--- src/rtl/core/tsim_pkg.sv ---
// ----------------------------------------------------------------------------
// tsim_pkg
// Shared types and constants of the track sector interleave map.
// ----------------------------------------------------------------------------
package tsim_pkg;

  localparam int MAX_SECTORS = 16;
  localparam int SLOT_W      = $clog2(MAX_SECTORS);
  localparam int SEC_W       = 5;
  localparam int CYL_W       = 8;
  localparam int STEP_W      = 4;
  localparam int SKEW_W      = 4;
  localparam int SIZE_W      = 2;
  localparam int CFG_VAL_W   = 8;
  // dividend of the start slot reduction: cylinder times skew
  localparam int DIVD_W      = CYL_W + SKEW_W;
  localparam int DIVC_W      = $clog2(DIVD_W);

  localparam logic [SEC_W-1:0]  RST_SECTORS    = 5'd9;
  localparam logic [STEP_W-1:0] RST_INTERLEAVE = 4'd4;
  localparam logic [SKEW_W-1:0] RST_SKEW       = 4'd0;
  localparam logic [SIZE_W-1:0] RST_SIZE       = 2'd2;

  typedef enum logic [1:0] {
    REG_SECTORS    = 2'd0,
    REG_INTERLEAVE = 2'd1,
    REG_SKEW       = 2'd2,
    REG_SIZE       = 2'd3
  } cfg_reg_e;

  typedef enum logic [1:0] {
    ST_IDLE  = 2'd0,
    ST_DIV   = 2'd1,
    ST_PLACE = 2'd2,
    ST_EMIT  = 2'd3
  } tsim_state_e;

  typedef struct packed {
    cfg_reg_e               index;
    logic [CFG_VAL_W-1:0]   value;
  } cfg_data_t;

  typedef struct packed {
    logic [CYL_W-1:0] cylinder;
    logic             head;
  } in_data_t;

  typedef struct packed {
    logic [SLOT_W-1:0] slot_index;
    logic [CYL_W-1:0]  id_cylinder;
    logic              id_head;
    logic [SEC_W-1:0]  sector_number;
    logic [SIZE_W-1:0] id_size;
    logic              last_entry;
  } out_data_t;

  typedef struct packed {
    logic start;
    logic div_step;
    logic place;
    logic emit;
  } dp_cmd_t;

  typedef struct packed {
    logic n_zero;
    logic div_last;
    logic cur_taken;
    logic place_last;
    logic out_free;
    logic emit_last;
  } dp_status_t;

endpackage

--- src/rtl/core/tsim_if.sv ---
// ----------------------------------------------------------------------------
// tsim_if
// Valid/ready channels of the track sector interleave map.
// ----------------------------------------------------------------------------
interface tsim_cfg_if import tsim_pkg::*; ();
  logic      valid;
  logic      ready;
  cfg_data_t data;

  modport source (output valid, output data, input ready);
  modport sink   (input valid, input data, output ready);
endinterface

interface tsim_in_if import tsim_pkg::*; ();
  logic     valid;
  logic     ready;
  in_data_t data;

  modport source (output valid, output data, input ready);
  modport sink   (input valid, input data, output ready);
endinterface

interface tsim_out_if import tsim_pkg::*; ();
  logic      valid;
  logic      ready;
  out_data_t data;

  modport source (output valid, output data, input ready);
  modport sink   (input valid, input data, output ready);
endinterface

--- src/rtl/core/track_sector_interleave_map.sv ---
// ----------------------------------------------------------------------------
// track_sector_interleave_map
// Builds the ID table of one track from a cylinder/head request.
// ----------------------------------------------------------------------------
// One request is worked at a time. After the request beat the start slot and
// the reduced interleave come out of a bit-serial remainder unit, then each
// sector is placed at the next free slot, probing occupied slots one at a
// time, then one entry beat per slot leaves through a registered output
// (one per cycle when the sink is ready). The number of probes is set by
// interleave and N, at most N*(N-1)/2 for a track of N sectors. The next
// request is taken once the last entry is in the output register. With zero
// sectors configured a request is taken and yields no entries. Config writes
// are always ready and apply at once.
// ----------------------------------------------------------------------------
module track_sector_interleave_map import tsim_pkg::*; (
  input  logic       clk_i,
  input  logic       rst_ni,
  tsim_cfg_if.sink   cfg_i,
  tsim_in_if.sink    in_i,
  tsim_out_if.source out_o
);

  dp_cmd_t    cmd;
  dp_status_t sts;

  assign cfg_i.ready = 1'b1;

  tsim_ctrl u_ctrl (
    .clk_i      (clk_i),
    .rst_ni     (rst_ni),
    .in_valid_i (in_i.valid),
    .in_ready_o (in_i.ready),
    .sts_i      (sts),
    .cmd_o      (cmd)
  );

  tsim_dp u_dp (
    .clk_i       (clk_i),
    .rst_ni      (rst_ni),
    .cfg_we_i    (cfg_i.valid),
    .cfg_data_i  (cfg_i.data),
    .in_data_i   (in_i.data),
    .out_ready_i (out_o.ready),
    .cmd_i       (cmd),
    .sts_o       (sts),
    .out_valid_o (out_o.valid),
    .out_data_o  (out_o.data)
  );

endmodule

--- src/rtl/core/tsim_ctrl.sv ---
// ----------------------------------------------------------------------------
// tsim_ctrl
// Sequencer: start, modulo reduction, sector placement, entry emission.
// ----------------------------------------------------------------------------
module tsim_ctrl import tsim_pkg::*; (
  input  logic       clk_i,
  input  logic       rst_ni,
  input  logic       in_valid_i,
  output logic       in_ready_o,
  input  dp_status_t sts_i,
  output dp_cmd_t    cmd_o
);

  tsim_state_e state_q, state_d;

  always_ff @(posedge clk_i or negedge rst_ni) begin
    if (!rst_ni) begin
      state_q <= ST_IDLE;
    end else begin
      state_q <= state_d;
    end
  end

  always_comb begin
    state_d    = state_q;
    cmd_o      = '0;
    in_ready_o = 1'b0;
    unique case (state_q)
      ST_IDLE: begin
        in_ready_o = 1'b1;
        if (in_valid_i) begin
          cmd_o.start = 1'b1;
          // zero sectors: beat is taken, nothing is produced
          if (!sts_i.n_zero) begin
            state_d = ST_DIV;
          end
        end
      end
      ST_DIV: begin
        cmd_o.div_step = 1'b1;
        if (sts_i.div_last) begin
          state_d = ST_PLACE;
        end
      end
      ST_PLACE: begin
        cmd_o.place = 1'b1;
        if (!sts_i.cur_taken && sts_i.place_last) begin
          state_d = ST_EMIT;
        end
      end
      ST_EMIT: begin
        if (sts_i.out_free) begin
          cmd_o.emit = 1'b1;
          if (sts_i.emit_last) begin
            state_d = ST_IDLE;
          end
        end
      end
    endcase
  end

endmodule

--- src/rtl/core/tsim_dp.sv ---
// ----------------------------------------------------------------------------
// tsim_dp
// Datapath: config registers, serial remainder unit, slot map, output register.
// ----------------------------------------------------------------------------
module tsim_dp import tsim_pkg::*; (
  input  logic       clk_i,
  input  logic       rst_ni,
  input  logic       cfg_we_i,
  input  cfg_data_t  cfg_data_i,
  input  in_data_t   in_data_i,
  input  logic       out_ready_i,
  input  dp_cmd_t    cmd_i,
  output dp_status_t sts_o,
  output logic       out_valid_o,
  output out_data_t  out_data_o
);

  logic [SEC_W-1:0]  spt_q;
  logic [STEP_W-1:0] ilv_q;
  logic [SKEW_W-1:0] skew_q;
  logic [SIZE_W-1:0] size_q;

  logic [CYL_W-1:0]  cyl_q;
  logic              head_q;
  logic [SEC_W-1:0]  n_q;
  logic [SEC_W-1:0]  n_sat;

  logic [DIVD_W-1:0] dvd_a_q, dvd_b_q;
  logic [SLOT_W-1:0] rem_a_q, rem_b_q;
  logic [SLOT_W-1:0] rem_a_d, rem_b_d;
  logic [SEC_W-1:0]  trial_a, trial_b;
  logic [DIVC_W-1:0] div_cnt_q;

  logic [SLOT_W-1:0] slot_q, stepm_q;
  logic [SLOT_W-1:0] slot_inc, slot_adv;
  logic [SEC_W-1:0]  slot_sum;
  logic [SEC_W-1:0]  sec_q;
  logic [SLOT_W-1:0] emit_q;

  logic [MAX_SECTORS-1:0] taken_q;
  logic [SEC_W-1:0]       sector_q [MAX_SECTORS];

  logic      out_vld_q;
  out_data_t out_q;

  always_ff @(posedge clk_i or negedge rst_ni) begin
    if (!rst_ni) begin
      spt_q  <= RST_SECTORS;
      ilv_q  <= RST_INTERLEAVE;
      skew_q <= RST_SKEW;
      size_q <= RST_SIZE;
    end else if (cfg_we_i) begin
      unique case (cfg_data_i.index)
        REG_SECTORS:    spt_q  <= cfg_data_i.value[SEC_W-1:0];
        REG_INTERLEAVE: ilv_q  <= cfg_data_i.value[STEP_W-1:0];
        REG_SKEW:       skew_q <= cfg_data_i.value[SKEW_W-1:0];
        REG_SIZE:       size_q <= cfg_data_i.value[SIZE_W-1:0];
      endcase
    end
  end

  assign n_sat = (spt_q > SEC_W'(MAX_SECTORS)) ? SEC_W'(MAX_SECTORS) : spt_q;

  // restoring remainder, one dividend bit per cycle, two lanes sharing n
  assign trial_a = {rem_a_q, dvd_a_q[DIVD_W-1]};
  assign trial_b = {rem_b_q, dvd_b_q[DIVD_W-1]};
  assign rem_a_d = (trial_a >= n_q) ? SLOT_W'(trial_a - n_q) : SLOT_W'(trial_a);
  assign rem_b_d = (trial_b >= n_q) ? SLOT_W'(trial_b - n_q) : SLOT_W'(trial_b);

  // slot moves: one on with wrap, or by the reduced interleave with wrap
  assign slot_inc = ({1'b0, slot_q} == n_q - SEC_W'(1)) ? '0 : slot_q + SLOT_W'(1);
  assign slot_sum = {1'b0, slot_q} + {1'b0, stepm_q};
  assign slot_adv = (slot_sum >= n_q) ? SLOT_W'(slot_sum - n_q) : SLOT_W'(slot_sum);

  always_ff @(posedge clk_i) begin
    if (cmd_i.start) begin
      cyl_q     <= in_data_i.cylinder;
      head_q    <= in_data_i.head;
      n_q       <= n_sat;
      dvd_a_q   <= DIVD_W'(in_data_i.cylinder) * DIVD_W'(skew_q);
      dvd_b_q   <= DIVD_W'(ilv_q);
      rem_a_q   <= '0;
      rem_b_q   <= '0;
      div_cnt_q <= '0;
      sec_q     <= SEC_W'(1);
      emit_q    <= '0;
    end
    if (cmd_i.div_step) begin
      dvd_a_q   <= dvd_a_q << 1;
      dvd_b_q   <= dvd_b_q << 1;
      rem_a_q   <= rem_a_d;
      rem_b_q   <= rem_b_d;
      div_cnt_q <= div_cnt_q + DIVC_W'(1);
      if (sts_o.div_last) begin
        slot_q  <= rem_a_d;
        stepm_q <= rem_b_d;
      end
    end
    if (cmd_i.place) begin
      if (taken_q[slot_q]) begin
        slot_q <= slot_inc;
      end else begin
        sector_q[slot_q] <= sec_q;
        slot_q           <= slot_adv;
        sec_q            <= sec_q + SEC_W'(1);
      end
    end
    if (cmd_i.emit) begin
      out_q.slot_index    <= emit_q;
      out_q.id_cylinder   <= cyl_q;
      out_q.id_head       <= head_q;
      out_q.sector_number <= sector_q[emit_q];
      out_q.id_size       <= size_q;
      out_q.last_entry    <= sts_o.emit_last;
      emit_q              <= emit_q + SLOT_W'(1);
    end
  end

  always_ff @(posedge clk_i or negedge rst_ni) begin
    if (!rst_ni) begin
      taken_q   <= '0;
      out_vld_q <= 1'b0;
    end else begin
      if (cmd_i.start && (n_sat != '0)) begin
        taken_q <= '0;
      end else if (cmd_i.place && !taken_q[slot_q]) begin
        taken_q[slot_q] <= 1'b1;
      end
      if (cmd_i.emit) begin
        out_vld_q <= 1'b1;
      end else if (out_ready_i) begin
        out_vld_q <= 1'b0;
      end
    end
  end

  assign sts_o.n_zero     = (spt_q == '0);
  assign sts_o.div_last   = (div_cnt_q == DIVC_W'(DIVD_W - 1));
  assign sts_o.cur_taken  = taken_q[slot_q];
  assign sts_o.place_last = (sec_q == n_q);
  assign sts_o.out_free   = !out_vld_q || out_ready_i;
  assign sts_o.emit_last  = ({1'b0, emit_q} == n_q - SEC_W'(1));

  assign out_valid_o = out_vld_q;
  assign out_data_o  = out_q;

endmodule

--- src/flat_wrapper.sv ---
// flat-port wrapper written by rule: the top's interface ports become plain ports
module track_sector_interleave_map_flat import tsim_pkg::*;
  (clk_i, rst_ni, cfg_i_valid, cfg_i_data, cfg_i_ready, in_i_valid, in_i_data, in_i_ready, out_o_valid, out_o_data, out_o_ready);
  tsim_cfg_if cfg_i_i ();
  tsim_in_if in_i_i ();
  tsim_out_if out_o_i ();
  input  logic clk_i;
  input  logic rst_ni;
  input wire logic [$bits(cfg_i_i.valid)-1:0] cfg_i_valid;
  input wire logic [$bits(cfg_i_i.data)-1:0] cfg_i_data;
  output wire logic [$bits(cfg_i_i.ready)-1:0] cfg_i_ready;
  input wire logic [$bits(in_i_i.valid)-1:0] in_i_valid;
  input wire logic [$bits(in_i_i.data)-1:0] in_i_data;
  output wire logic [$bits(in_i_i.ready)-1:0] in_i_ready;
  output wire logic [$bits(out_o_i.valid)-1:0] out_o_valid;
  output wire logic [$bits(out_o_i.data)-1:0] out_o_data;
  input wire logic [$bits(out_o_i.ready)-1:0] out_o_ready;
  assign cfg_i_i.valid = cfg_i_valid;
  assign cfg_i_i.data = cfg_i_data;
  assign cfg_i_ready = cfg_i_i.ready;
  assign in_i_i.valid = in_i_valid;
  assign in_i_i.data = in_i_data;
  assign in_i_ready = in_i_i.ready;
  assign out_o_valid = out_o_i.valid;
  assign out_o_data = out_o_i.data;
  assign out_o_i.ready = out_o_ready;
  track_sector_interleave_map u_core (.clk_i(clk_i), .rst_ni(rst_ni), .cfg_i(cfg_i_i), .in_i(in_i_i), .out_o(out_o_i));
endmodule
--- config.mk ---
export PLATFORM = sky130hd
export DESIGN_NAME = track_sector_interleave_map_flat
export DESIGN_NICKNAME = d
export VERILOG_FILES = /design/src/rtl/core/tsim_pkg.sv /design/src/rtl/core/tsim_if.sv /design/src/rtl/core/track_sector_interleave_map.sv /design/src/rtl/core/tsim_ctrl.sv /design/src/rtl/core/tsim_dp.sv /design/src/flat_wrapper.sv
export SDC_FILE = /design/constraint.sdc
export NUM_CORES = 1
export LEC_CHECK = 0
export BUFFER_PORTS_ARGS = -buffer_cell sky130_fd_sc_hd__buf_2
export CAP_MARGIN = 5
export CELL_PAD_IN_SITES_DETAIL_PLACEMENT = 2
export CELL_PAD_IN_SITES_GLOBAL_PLACEMENT = 2
export CORE_MARGIN = 10
export CORE_UTILIZATION = 40
export DETAILED_ROUTE_END_ITERATION = 12
export GPL_TIMING_DRIVEN = 0
export PLACE_DENSITY = 0.79
export RECOVER_POWER = 25
export REMOVE_ABC_BUFFERS = 1
export SYNTH_ARGS = -nofsm -noshare
export SYNTH_HDL_FRONTEND = slang
export SYNTH_SLANG_ARGS = --single-unit
--- constraint.sdc ---
create_clock -name clk_i -period 3.4 [get_ports clk_i]
set_input_delay 1.02 -clock clk_i [delete_from_list [all_inputs] [get_ports clk_i]]
set_output_delay 1.02 -clock clk_i [all_outputs]
set_load 0.05 [all_outputs]
==> results of run 1 <==
[cell type report]
class | count | area [µm²]
flip-flops and latches | 202 | 5830
multi-input cells | 446 | 4070
clock inverters | 11 | 70.1
fillers | 2333 | 12800
repair buffers | 60 | 433
inverters | 52 | 195
clock buffers | 30 | 622
well taps | 324 | 405
[critical path, stage by stage]
cell and delay (ns):
buf_8 0.11, and2_4 0.16, fa_1 0.56, inv_2 0.05, fa_1 0.53, inv_2 0.05, ha_4 0.22, o21a_4 0.22
a2111oi_4 0.44, nor3_2 0.09, xnor2_1 0.15, a22o_1 0.22
[kinds of logic (layout without fill, tap and decap cells)]
family | count (synthesis) | after routing
DFF | 202 | 202
and+or+nand+nor | 184 | 185
AOI/OAI and AO/OA | 96 | 96
buffers and inverters | 78 | 153
muxes | 64 | 64
adders and majority gates | 63 | 63
xor gates and xnor gates | 37 | 37
other | 1 | 1
[worst paths after layout]
kind,slack [ns],endpoint
setup / recovery,-0.14,u_core.u_dp.dvd_a_q[9]$_DFFE_PP_
min in group asynchronous,0.58,u_core.u_dp.taken_q[5]$_DFFE_PN0P_
hold reg to reg,0.42,u_core.u_dp.out_data_o[10]$_DFFE_PP_
max in group asynchronous,2.22,u_core.u_dp.skew_q[1]$_DFFE_PN0P_
setup reg to reg,-0.07,u_core.u_dp.dvd_a_q[9]$_DFFE_PP_
hold / removal,0.42,u_core.u_dp.out_data_o[10]$_DFFE_PP_
[power by group]
| group | leakage [nW] | switching [mW] | internal [mW] |
|---|---|---|---|
| Combinational | 2.16 | 2.89 | 2.04 |
| Sequential | 1.98 | 0.669 | 3.63 |
| Clock | 0.336 | 1.02 | 1.29 |
[repair_timing]
item                       in CTS  in global routing
setup endpoints to repair     121                  8
gates resized for setup        47                 30
setup buffers                   5                 10
gates cloned                    1                  0
pin swaps                      18                 20
[flip-flops by register name (all words and copies together), names as in the netlist, 5 cells and up]
signal / cells
u_core.u_dp.sector_q: 80
u_core.u_dp.out_data_o: 21
u_core.u_dp.taken_q: 16
u_core.u_dp.dvd_a_q: 12
u_core.u_dp.dvd_b_q: 12
u_core.u_dp.cyl_q: 8
u_core.u_dp.n_q: 5
u_core.u_dp.sec_q: 5
u_core.u_dp.spt_q: 5
[through the flow]
stage / instance area (µm²) / total power, mW / cells
floorplan: 9840 / 7.23 / 699
global placement: 10500 / 8.22 / 1066
detailed placement: 10500 / 8.72 / 1068
CTS: 11400 / 11.3 / 1115
global route: 11600 / 12.2 / 1125
finish: 11600 / 11.5 / 1125
[cells in the final DEF (no fill, tap or decap), types with 9 or more instances in the layout]
cell	instances
a21o_1	12
a21oi_1	14
a22o_1	10
a31oi_1	13
and2_1	26
buf_2	38
buf_4	13
clkbuf_16	23
dfrtp_1	27
edfxtp_1	161
fa_1	14
ha_1	40
inv_1	43
mux2_2	22
mux2i_1	15
mux4_2	26
nand2_1	48
nand3_1	11
nor2_1	43
nor2b_1	9
o21ai_0	10
xnor2_1	23
xor2_1	13
[layer usage]
| layer | global-route usage [%] | share of wire, % | up-vias |
|---|---|---|---|
| met2 | 31.5 | 54 | 98 |
| li1 | - | - | 2770 |
| met4 | 4.55 | 2.4 | 0 |
| met3 | 2.70 | 3.2 | 47 |
| met5 | 0 | 0 | - |
| met1 | 19.5 | 40 | 3218 |
==> impl.org, run 1 <==
** GRT
- Combined global-route utilization of all metal layers :: 16.9%
- Entering global routing, the biggest net connects 42 pins.
- The first global-routing pass estimated 41.5 mm of wire.
- Number of antenna violations at the first check in global routing :: 0
- Number of global-route vias before repair :: 7118
- Total grt overflow :: 0

** Clock tree
- Counting every sink on the clock net gives 202.
- In this run, post-CTS hold repair placed 0 buffers.
- TritonCTS built the clock tree.
- Clock buffer count from CTS :: 23
- CTS built an H-tree with a depth of 1.
- The clock passes through at most 3 buffers.
- Worst skew pair latency :: 0.53 ns
- Clock root buffer master :: clkbuf_16
- After clock tree synthesis, the clock-pin slew on the worst setup and hold paths is 0.07 ns.

** Die
- The floorplan has 57 rows.
- Width of the die :: 178 µm
- During I/O placement, the number of pins put on the boundary was 48.
- Die Span Y :: 178 µm
- Initial standard-cell utilization of the core :: 40.9%
- The floorplan step defined a core boundary enclosing 0.0244 mm².
- The die covers 0.0316 mm².

** Drt
- For this block, the initial DRC count from the detailed router was 361.
- For this run, design rule violations remaining after detail routing come to 0.
- Via count of the routed design :: 6133
- Vias per cell :: 5.45
- Router iterations before antenna repair :: 6
- Wire per inst :: 24.0 µm
- The count of nets left with antenna violations once routing finished came out at 0.
- For this block, the routed nets add up to 27.0 mm of wire.

** Layout
- The area growth from synthesis to layout is 16.7%.
- 0 antenna diodes ended up in the layout.
- Post-layout utilization of the core :: 47.7%
- Fraction of final layout cells sized beyond drive strength 1 :: 24.5%
- Fin nets :: 872

** Setup path
- Timing startpoint of the critical path :: in_i_data[5]
- CP Class :: in -> reg
- Of all nets on the critical path, the largest fanout is 5.
- Req. time, crit path :: 3.68 ns
- In this run the critical register-to-register path is launched from u_core.u_dp.skew_q[2]$_DFFE_PN0P_.
- Kind of capture point of the worst setup path :: flip-flop
- Data on the critical path arrives at its endpoint at 3.83 ns.
- For the worst flop-to-flop path, the logic depth is 11.
- Type of origin of the critical path :: input pin

** Timing
- Setup WS post-layout :: -0.142 ns
- The final critical path takes up 104% of the cycle.
- Slew headroom :: 15.2%
- For the pin with the worst max-slew slack, the measured transition is 1.27 ns.
- Setup violators final :: 3
- Adding up every negative setup slack in the final design gives -0.321 ns.
- Tightest hold margin :: 0.422 ns
- The clock arrives with 0.0149 ns of skew.
- The final max-slew violation count was 0.
- Final hold violation count :: 0
- Final period demand of the worst path :: 3.54 ns
- Peak clock frequency supported by timing :: 282 MHz
- Setup repair after global routing could not meet its margin everywhere.

** Synthesis
- Cell with the most instances after synthesis :: edfxtp_1
- Mux contribution to synthesized area :: 10.0%
- The netlist uses 57 different library cells.
- #FFs+latches synth :: 202
- The synthesized design spends more area on one cell type than any other, namely edfxtp_1.
- Sequential cells were found to cover 58.5% of the synthesized design area.
- Share of async-settable or async-resettable flops after synthesis :: 16.8%
- Summing the areas of all fa, ha and maj instances in the mapped netlist gives 9.11% of the synthesized area.
- Number of standard cells after synthesis :: 725
- Count of yosys warnings during synthesis :: 0
- Of the total synthesized cell area, the portion taken by AND, OR, NAND and NOR gates is 9.08%.
- The synthesized netlist devotes 6.74% of its cell area to compound gates.
- Dominant combinational cell family by area after synthesis :: multiplexers
- Portion of synthesized cell area occupied by the leading cell type :: 48.5%
- Summing every instance area after synthesis gives 0.00997 mm².
- After synthesis, the most frequently instantiated cells are edfxtp_1, inv_1, nand2_1, ha_1, nor2_1.
- Fraction of synthesized cell area in xor and xnor cells :: 3.25%
- Number of enable flip-flop cells after synthesis :: 161
- Synthesized area divided by synthesized cell count :: 13.7 µm²
- The most used flip-flop cell after synthesis is edfxtp_1.
- After synthesis, the cell types taking the most area are edfxtp_1, dfrtp_1, ha_1.

** Worst hold path
- Launch instance of the worst min-delay path :: u_core.u_dp.cyl_q[1]$_DFFE_PP_
- Hold-critical path depth :: 0
- In this run the worst hold path is classified as reg -> reg.

** Status
- Status :: finished, violations left
- The checks that failed: setup timing.

** Run
- # Max-Cap Violations :: 0

** Placement
- Timing analysis after detailed placement gives a worst setup slack of -1.03 ns.
- Gpl congestion :: 0.817
- Port buffering added 43 buffers.
- The wire-length estimate of the detail-placed layout is 17.9 mm.

** Power and ir drop
- For this design the ratio of total power to cell area is 992 mW/mm².
- VDD IR-drop max :: 426 µV
- Leakage :: 4.48 nW
(Power assumes the default switching activity.)
==> inputs of run 2 (changes only) <==
Settings changed: CORE_MARGIN 10 to 8, PLACE_DENSITY 0.79 to 0.78, SYNTH_HIERARCHICAL set to 1.
==> run 2 against run 1 <==
- the run ends with capacitance limit, slew limit, setup timing left
- clock power increased by 19%
- flip-flop and latch count unchanged
- register-to-register slack improved by 0.06 ns
- largest cell class unchanged
- highest routed layer unchanged
==> impl.org, run 2 <==
** Power and ir drop
- Power density over the cells :: 1010 mW/mm² (+1.8%)
- The static leakage came to 4.52 nW (+0.90%).
- VDD IR-drop max :: 546 µV (+28%)
- Total chip power :: 11.7 mW (+1.1%)

** Placement
- Cell Count Post-Placement :: 1034 (-3.2%)
- Post-DP HPWL :: 18.1 mm (+1.2%)
- Post-DP Area :: 0.0105 mm² (-0.58%)
- The weighted congestion at the end of routability-driven global placement came to 0.753 (-7.9%).
- I/O Buffers :: 43 (unchanged)

** Setup path
- The top fanout value on the critical path was 4 (-1).
- Number of cell instances on the worst register-to-register path :: 12 (+1)
- Cell type of the slowest stage on the worst timing path :: fa_1
- Endpoint of the most critical setup path :: u_core/u_dp/dvd_a_q[10]$_DFFE_PP_
- Kind of capture point of the worst setup path :: flip-flop
- The worst setup path is launched from an input pin.
- Reg-to-reg critical path endpoint :: u_core/u_dp/dvd_a_q[10]$_DFFE_PP_
- The signal on the critical path passes through buf_8 -> and2_4 -> fa_1 -> inv_2 -> fa_1 -> inv_2 -> ha_4 -> a21o_1 -> a21oi_2 -> o21ai_2 -> o41ai_2 -> xor2_1 -> o31ai_1.
- Among cell families on the critical path, the largest total delay comes from adder cells.
- The number of buffers and inverters on the critical path was 3 (unchanged).
- The arrival time of data at the critical path endpoint came to 3.75 ns (-0.08 ns).
- Timing startpoint of the critical path :: in_i_data[4]
- CP Class :: in -> reg
- Launch instance of the worst register-to-register path :: u_core/u_dp/skew_q[3]$_DFFE_PN0P_
- The number of gates on the worst path with buffers counted is 13 (+1).
- Setup slack, reg-to-reg :: -0.01 ns (+0.06 ns)
- The critical path required time came to 3.64 ns (-0.04 ns).
- The maximum cell stage delay along the critical path came to 0.56 ns (about the same).

** Die
- Width of the die :: 173 µm (-2.6%)
- Std cell rows :: 57 (unchanged)
- Initial standard-cell utilization of the core :: 40.6% (-0.24 points)
- The chip height came to 173 µm (-2.6%).
- Floorplan die area :: 0.0300 mm² (-5.2%)
- The number of placed I/O pins came to 48 (unchanged).
- The core area is 0.0243 mm² (-0.29%).

** Synthesis
- Count of yosys warnings during synthesis :: 6 (+6)
- Cell with the most instances after synthesis :: edfxtp_1
- Number of enable flip-flop cells after synthesis :: 161 (unchanged)
- Mapped cell area :: 0.00988 mm² (-0.87%)
- Number of standard cells after synthesis :: 689 (-5.0%)
- Among all flip-flop cells after synthesis, the most frequent one is edfxtp_1.
- Portion of synthesized cell area occupied by the leading cell type :: 48.9% (+0.42 points)
- Sorting the synthesized cells by how often they occur yields edfxtp_1, ha_1, and2_1, inv_1, nand2_1.
- Count of different cell masters after synthesis :: 59 (+3.5%)
- #FFs+latches synth :: 202 (unchanged)
- Share of async-settable or async-resettable flops after synthesis :: 16.8% (unchanged)
- Sequential cell area fraction in the yosys report :: 59.0% (+0.51 points)
- The mean area per synthesized cell came to 14.3 µm² (+4.3%).
- Leading post-synthesis cells by cell area :: edfxtp_1, dfrtp_1, mux4_2
- The synthesized design spends more area on one cell type than any other, namely edfxtp_1.

** Clock tree
- The root buffer cell chosen for the clock tree is clkbuf_16.
- The total clock buffers created by CTS came to 22 (-4.3%).
- Buffers from clock root to sink, at most :: 3 (unchanged)
- Sink count of the clock tree :: 202 (unchanged)
- Clock tree from TritonCTS :: built
- The total number of H-tree levels came to 1 (unchanged).
- The hold buffer count at cts was 0 (unchanged).
- Worst skew pair latency :: 0.52 ns (about the same)
- The clock transition at the register clock pins on the worst setup and hold paths after CTS was 0.07 ns (about the same).

** Timing
- Final worst clock skew :: 0.0234 ns (+0.00849 ns)
- Setup WS post-layout :: -0.112 ns (+0.0299 ns)
- The share of the clock period used by the worst path was 103% (-0.88 points).
- The number of failing setup endpoints in the final timing report was 3 (unchanged).
- Tightest hold margin :: 0.410 ns (-0.0119 ns)
- Setup repair after global routing could not meet its margin everywhere.
- Slew headroom :: -35.5% (-51 points)
- Peak clock frequency supported by timing :: 285 MHz (+0.85%)
- Final period demand of the worst path :: 3.51 ns (-0.0299 ns)
- Number of slew-limit violations in the final report :: 35 (+35)
- Final hold violation count :: 0 (unchanged)
- Slew at the pin closest to its max-slew limit :: 2.03 ns (+0.765 ns)

** Drt
- The post-route antenna net violation count is 0 (unchanged).
- Wire per inst :: 24.9 µm (+3.6%)
- The aggregate routed wire length was 27.1 mm (+0.28%).
- The first-iteration detailed-routing DRC count was 331 (-8.3%).
- DRC viols :: 0 (unchanged)
- The total via count after detailed routing is 5906 (-3.7%).
- The average via count per standard cell is 5.42 (-0.52%).
- The first-pass iteration count of the detailed router came to 4 (-2).

** GRT
- The number of global-route vias before repair came to 6936 (-2.6%).
- The largest net degree at the start of global routing is 44 (+4.8%).
- First-pass GRT wire length :: 42.5 mm (+2.4%)
- Total grt overflow :: 0 (unchanged)
- The all-layer global routing usage was 18.2% (+1.3 points).
- The initial antenna violation count was 0 (unchanged).

** Layout
- Register name with the most flops :: u_core/u_dp/sector_q
- In the layout the commonest cells are edfxtp_1, ha_1, inv_1.
- From synthesis to final layout, the design area changed by 17.0%.
- The flip-flop count of the largest register after layout was 80 (unchanged).
- Post-route cell area :: 0.0116 mm² (-0.60%)
- Non-filler cells in the finished layout :: 1089 (-3.2%)
- The antenna cell count is 0 (unchanged).
- Fin nets :: 837 (-4.0%)
- The ratio of cells with drive above 1 in the final layout is 24.3% (-0.16 points).
- Most common cell after layout, fill and taps aside :: edfxtp_1

** Status
- The flow ran to the end, but the final reports show violations.
- The checks that failed: capacitance limit, slew limit, setup timing.

** Worst hold path
- Hold crit path type :: reg -> reg

** Run
- # Max-Cap Violations :: 1 (+1)
-- run 2: area by class of cell --
class                   instances  area [µm²]
well taps                     324         405
clock inverters                16         273
flip-flops and latches        202        5830
fillers                      2285       12800
multi-input cells             422        3940
repair buffers                 60         400
inverters                      41         154
clock buffers                  24         558
-- run 2: kinds of logic after synthesis --
kind of cell	after synthesis	share of synthesized area [%]
AO/OA/AOI/OAI	97	6.95
AND/OR/NAND/NOR	166	8.95
other	1	0.0380
adder cells (fa/ha/maj)	64	9.32
flip-flops	202	59.0
XOR/XNOR	32	2.84
buffers and inverters	65	2.62
multiplexers	62	10.3
-- run 2: through the flow --
step           setup WS, ns  TNS [ns]  utilization [%]
6_report             -0.112    -0.243             47.5
5_1_grt              -0.196    -0.556             47.5
4_1_cts              -0.191    -0.434             47.2
3_5_place_dp          -1.21    -18.82             43.0
3_3_place_gp         -0.989    -24.91             42.7
2_1_floorplan        -0.553     -2.29                -
-- run 2: metal layers --
| layer | global-route usage, % | wire length [µm] |
|---|---|---|
| met5 | 0 | 0 |
| met4 | 4.42 | 611 |
| met3 | 2.59 | 809 |
| met2 | 34.8 | 15100 |
| met1 | 20.8 | 10600 |
-- run 2: worst register-to-register path, stage by stage, from the launching register on --
cell and delay [ns]:
dfrtp_1 0.50, and2_4 0.21, fa_1 0.55, inv_1 0.06, fa_1 0.52, inv_2 0.05, ha_4 0.25, buf_4 0.13
a21oi_2 0.18, o21ai_2 0.10, o41ai_2 0.25, xor2_1 0.23, o31ai_1 0.11
-- run 2: where the power goes --
part           internal [mW]  switching, mW  leakage, nW
registers               3.63          0.680         2.00
clock network           1.73           1.04        0.397
logic                   1.96           2.63         2.12
-- run 2: worst min path at each step --
stage / startpoint / to / slack [ns] / cells after the start
after global routing: u_core/u_dp/cyl_q[3]$_DFFE_PP_ / u_core/u_dp/out_data_o[12]$_DFFE_PP_ / 0.40 / 0
after detailed placement: u_core/u_dp/cyl_q[7]$_DFFE_PP_ / u_core/u_dp/out_data_o[16]$_DFFE_PP_ / 0.41 / 0
after global placement: u_core/u_dp/cyl_q[0]$_DFFE_PP_ / u_core/u_dp/out_data_o[9]$_DFFE_PP_ / 0.40 / 0
after floorplan: u_core/u_dp/cyl_q[1]$_DFFE_PP_ / u_core/u_dp/out_data_o[10]$_DFFE_PP_ / 0.40 / 0
after CTS: u_core/u_dp/cyl_q[3]$_DFFE_PP_ / u_core/u_dp/out_data_o[12]$_DFFE_PP_ / 0.41 / 0
final: u_core/u_dp/cyl_q[3]$_DFFE_PP_ / u_core/u_dp/out_data_o[12]$_DFFE_PP_ / 0.41 / 0
-- run 2: timing repair --
| action | in CTS | in global routing |
|---|---|---|
| pin swaps | 20 | 18 |
| setup buffers | 9 | 8 |
| resized for setup | 35 | 12 |
| setup endpoints to repair | 10 | 47 |
==> inputs of run 3 (changes only) <==
Settings changed: CORE_UTILIZATION 40 to 25, PLACE_DENSITY 0.78 to 0.54, RECOVER_POWER 25 to not set.
==> run 3 against run 2 <==
- the run ends with setup timing left
- count of clock-buffer cells in the layout grew 9
- utilization fell by 18 points
- global-route usage fell by 7.3 points
==> impl.org, run 3 (synthesis gave the netlist of run 2 again) <==
** Status
- The flow ran to the end, but the final reports show violations.
- The final reports fail on setup timing.

** Clock tree
- The total clock sinks came to 202 (unchanged).
- The clock transition at the register clock pins on the worst setup and hold paths after CTS came to 0.06 ns (about the same).
- The total number of H-tree levels is 1 (unchanged).
- Clock buffer count from CTS :: 24 (+9.1%)
- Clock tree from TritonCTS :: built
- Buffers from clock root to sink, at most :: 3 (unchanged)
- The tree is rooted in a clkbuf_16.
- The clock insertion delay at the later pin of the skew report was 0.52 ns (about the same).

** Power and ir drop
- VDD IR-drop max :: 408 µV (-25%)
- Power density over the cells :: 952 mW/mm² (-5.6%)
- Leakage :: 4.46 nW (-1.3%)

** Drt
- The post-route antenna net violation count is 0 (unchanged).
- Router iterations before antenna repair :: 4 (unchanged)
- Via count of the routed design :: 5780 (-2.1%)
- The aggregate routed wire length was 25.1 mm (-7.4%).
- DRC viols :: 0 (unchanged)
- The first-iteration detailed-routing DRC count is 288 (-13%).
- The average via count per standard cell was 4.49 (-17%).
- Wire per inst :: 19.5 µm (-22%)

** Timing
- Setup repair after global routing could not meet its margin everywhere.
- The share of the clock period used by the worst path was 101% (-2.1 points).
- The maximum operating frequency is 291 MHz (+2.1%).
- The worst-case headroom to the max-slew limit came to 16.2% (+52 points).
- The final max-slew violation count was 0 (-100%).
- Final worst clock skew :: 0.00904 ns (-0.0143 ns)
- The final worst slack came to -0.0412 ns (+0.0710 ns).
- The number of failing setup endpoints in the final timing report was 2 (-1).
- The setup TNS was -0.0758 ns (+0.167 ns).
- The final count of hold timing violations is 0 (unchanged).
- The minimum clock period after layout was 3.44 ns (-0.0710 ns).
- Slew at the pin closest to its max-slew limit :: 1.26 ns (-0.775 ns)

** Die
- The die area was 0.0461 mm² (+54%).
- Std cell rows :: 73 (+28%)
- Initial standard-cell utilization of the core :: 25.1% (-16 points)
- The number of placed I/O pins was 48 (unchanged).
- Placeable core region :: 0.0394 mm² (+62%)
- Width of the die :: 215 µm (+24%)
- Die Span Y :: 215 µm (+24%)

** Layout
- Area used by multi-input combinational logic :: 0.00390 mm² (-0.89%)
- The final instance area came to 0.0116 mm² (+0.74%).
- Leaving out fill and tap cells, the most frequent cell in the layout is edfxtp_1.
- Flip-flop count of the largest register after layout :: 80 (unchanged)
- The antenna cell count is 0 (unchanged).
- The top cell types in the final layout, fill and taps aside, are edfxtp_1, ha_1, buf_2.
- The fill cell instance count of the final layout came to 4105 (+80%).
- Register name with the most flops :: u_core/u_dp/sector_q
- Sequential standard cell area :: 0.00583 mm² (about the same)
- Relative to the synthesized area, the layout overhead comes to 17.9%.
- Fin nets :: 832 (-0.60%)
- The ratio of cells with drive above 1 in the final layout is 23.1% (-1.2 points).

** GRT
- Combined global-route utilization of all metal layers :: 10.9% (-7.3 points)
- The initial antenna violation count was 0 (unchanged).
- The largest net degree at the start of global routing is 44 (unchanged).
- Number of global-route vias before repair :: 6541 (-5.7%)
- Total grt overflow :: 0 (unchanged)
- The global-route wire length before repair came to 39.6 mm (-6.8%).

** Setup path
- CP Class :: in -> reg
- Data arrival at the endpoint of the critical path :: 3.72 ns (-0.03 ns)
- The critical path required time was 3.68 ns (+0.04 ns).
- The internal reg-to-reg setup slack is 0.02 ns (+0.03 ns).
- The worst setup path is captured at a flip-flop.
- The top fanout value on the critical path was 4 (unchanged).
- The worst setup path is launched from an input pin.

** Placement
- I/O Buffers :: 43 (unchanged)
- Gpl congestion :: 0.712 (-5.4%)
- Post-DP Area :: 0.0107 mm² (+2.4%)
- Post-DP HPWL :: 17.2 mm (-4.7%)

** Worst hold path
- The min-delay analysis places its worst path in the category reg -> reg.

** Run
- # Max-Cap Violations :: 0 (-1)
==> run 3: cell count changes in the layout (fill, tap and decap cells not counted), moves of 3 or more <==
cell / change
buf_2: +7
buf_4: -7
bufinv_16: -5
and2_1: +3
and2_4: -3
==> run 3: report_power, final <==
group,switching (mW),internal [mW]
Combinational,2.47,1.84
Sequential,0.644,3.64
Clock,1.02,1.48
Total,4.14,6.95
==> run 3: repair_timing <==
| item | in CTS | in global routing |
|---|---|---|
| endpoints found under the setup margin | 9 | 48 |
| pin swaps | 14 | 10 |
| resized for setup | 30 | 9 |
| setup buffers | 6 | 2 |
| hold buffers | 0 | 0 |
==> run 3: stage by stage <==
step | hold slack [ns] | cells | power, mW | worst slack, ns | utilization [%]
after floorplan | 0.400 | 665 | 7.12 | -0.553 | -
after global placement | 0.401 | 1233 | 8.43 | -1.13 | 27.0
after detailed placement | 0.406 | 1235 | 8.58 | -1.09 | 27.2
after CTS | 0.420 | 1284 | 11.3 | -0.140 | 29.5
after global routing | 0.438 | 1286 | 11.9 | -0.138 | 29.6
final | 0.418 | 1286 | 11.1 | -0.0412 | 29.6
==> run 3: path summary, 6_finish.rpt <==
| check | startpoint | to | cells past startpoint |
|---|---|---|---|
| min in group asynchronous | rst_ni | u_core/u_ctrl/state_q[1]$_DFFE_PN0P_ | 1 |
| worst min-delay path | u_core/u_dp/cyl_q[7]$_DFFE_PP_ | u_core/u_dp/out_data_o[16]$_DFFE_PP_ | 0 |
| worst min register to register | u_core/u_dp/cyl_q[7]$_DFFE_PP_ | u_core/u_dp/out_data_o[16]$_DFFE_PP_ | 0 |
| max in group asynchronous | rst_ni | u_core/u_dp/skew_q[3]$_DFFE_PN0P_ | 1 |
| worst max-delay path | in_i_data[3] | u_core/u_dp/dvd_a_q[11]$_DFFE_PP_ | 12 |
| worst max register to register | u_core/u_dp/skew_q[1]$_DFFE_PN0P_ | u_core/u_dp/dvd_a_q[11]$_DFFE_PP_ | 11 |
==> run 3: worst max-delay path: stages <==
cell	delay (ns)
buf_8	0.09
nand2_4	0.05
fa_1	0.55
inv_2	0.04
fa_1	0.49
ha_1	0.32
a211o_1	0.34
a21oi_2	0.18
o21ai_2	0.10
a211oi_2	0.25
xnor2_2	0.10
a22o_1	0.20
==> run 3: routing by layer <==
layer / routed length, µm / global-route usage [%]
met5: 0 / 0
met4: 504 / 2.61
met1: 11200 / 13.6
met2: 12700 / 19.3
met3: 669 / 1.76
==> run 3: final cells by class <==
type | count | area share, %
repair buffers | 53 | 2.95
flip-flops and latches | 202 | 50.1
clock inverters | 10 | 0.946
clock buffers | 33 | 5.53
well taps | 525 | 5.64
inverters | 41 | 1.32
multi-input cells | 422 | 33.5
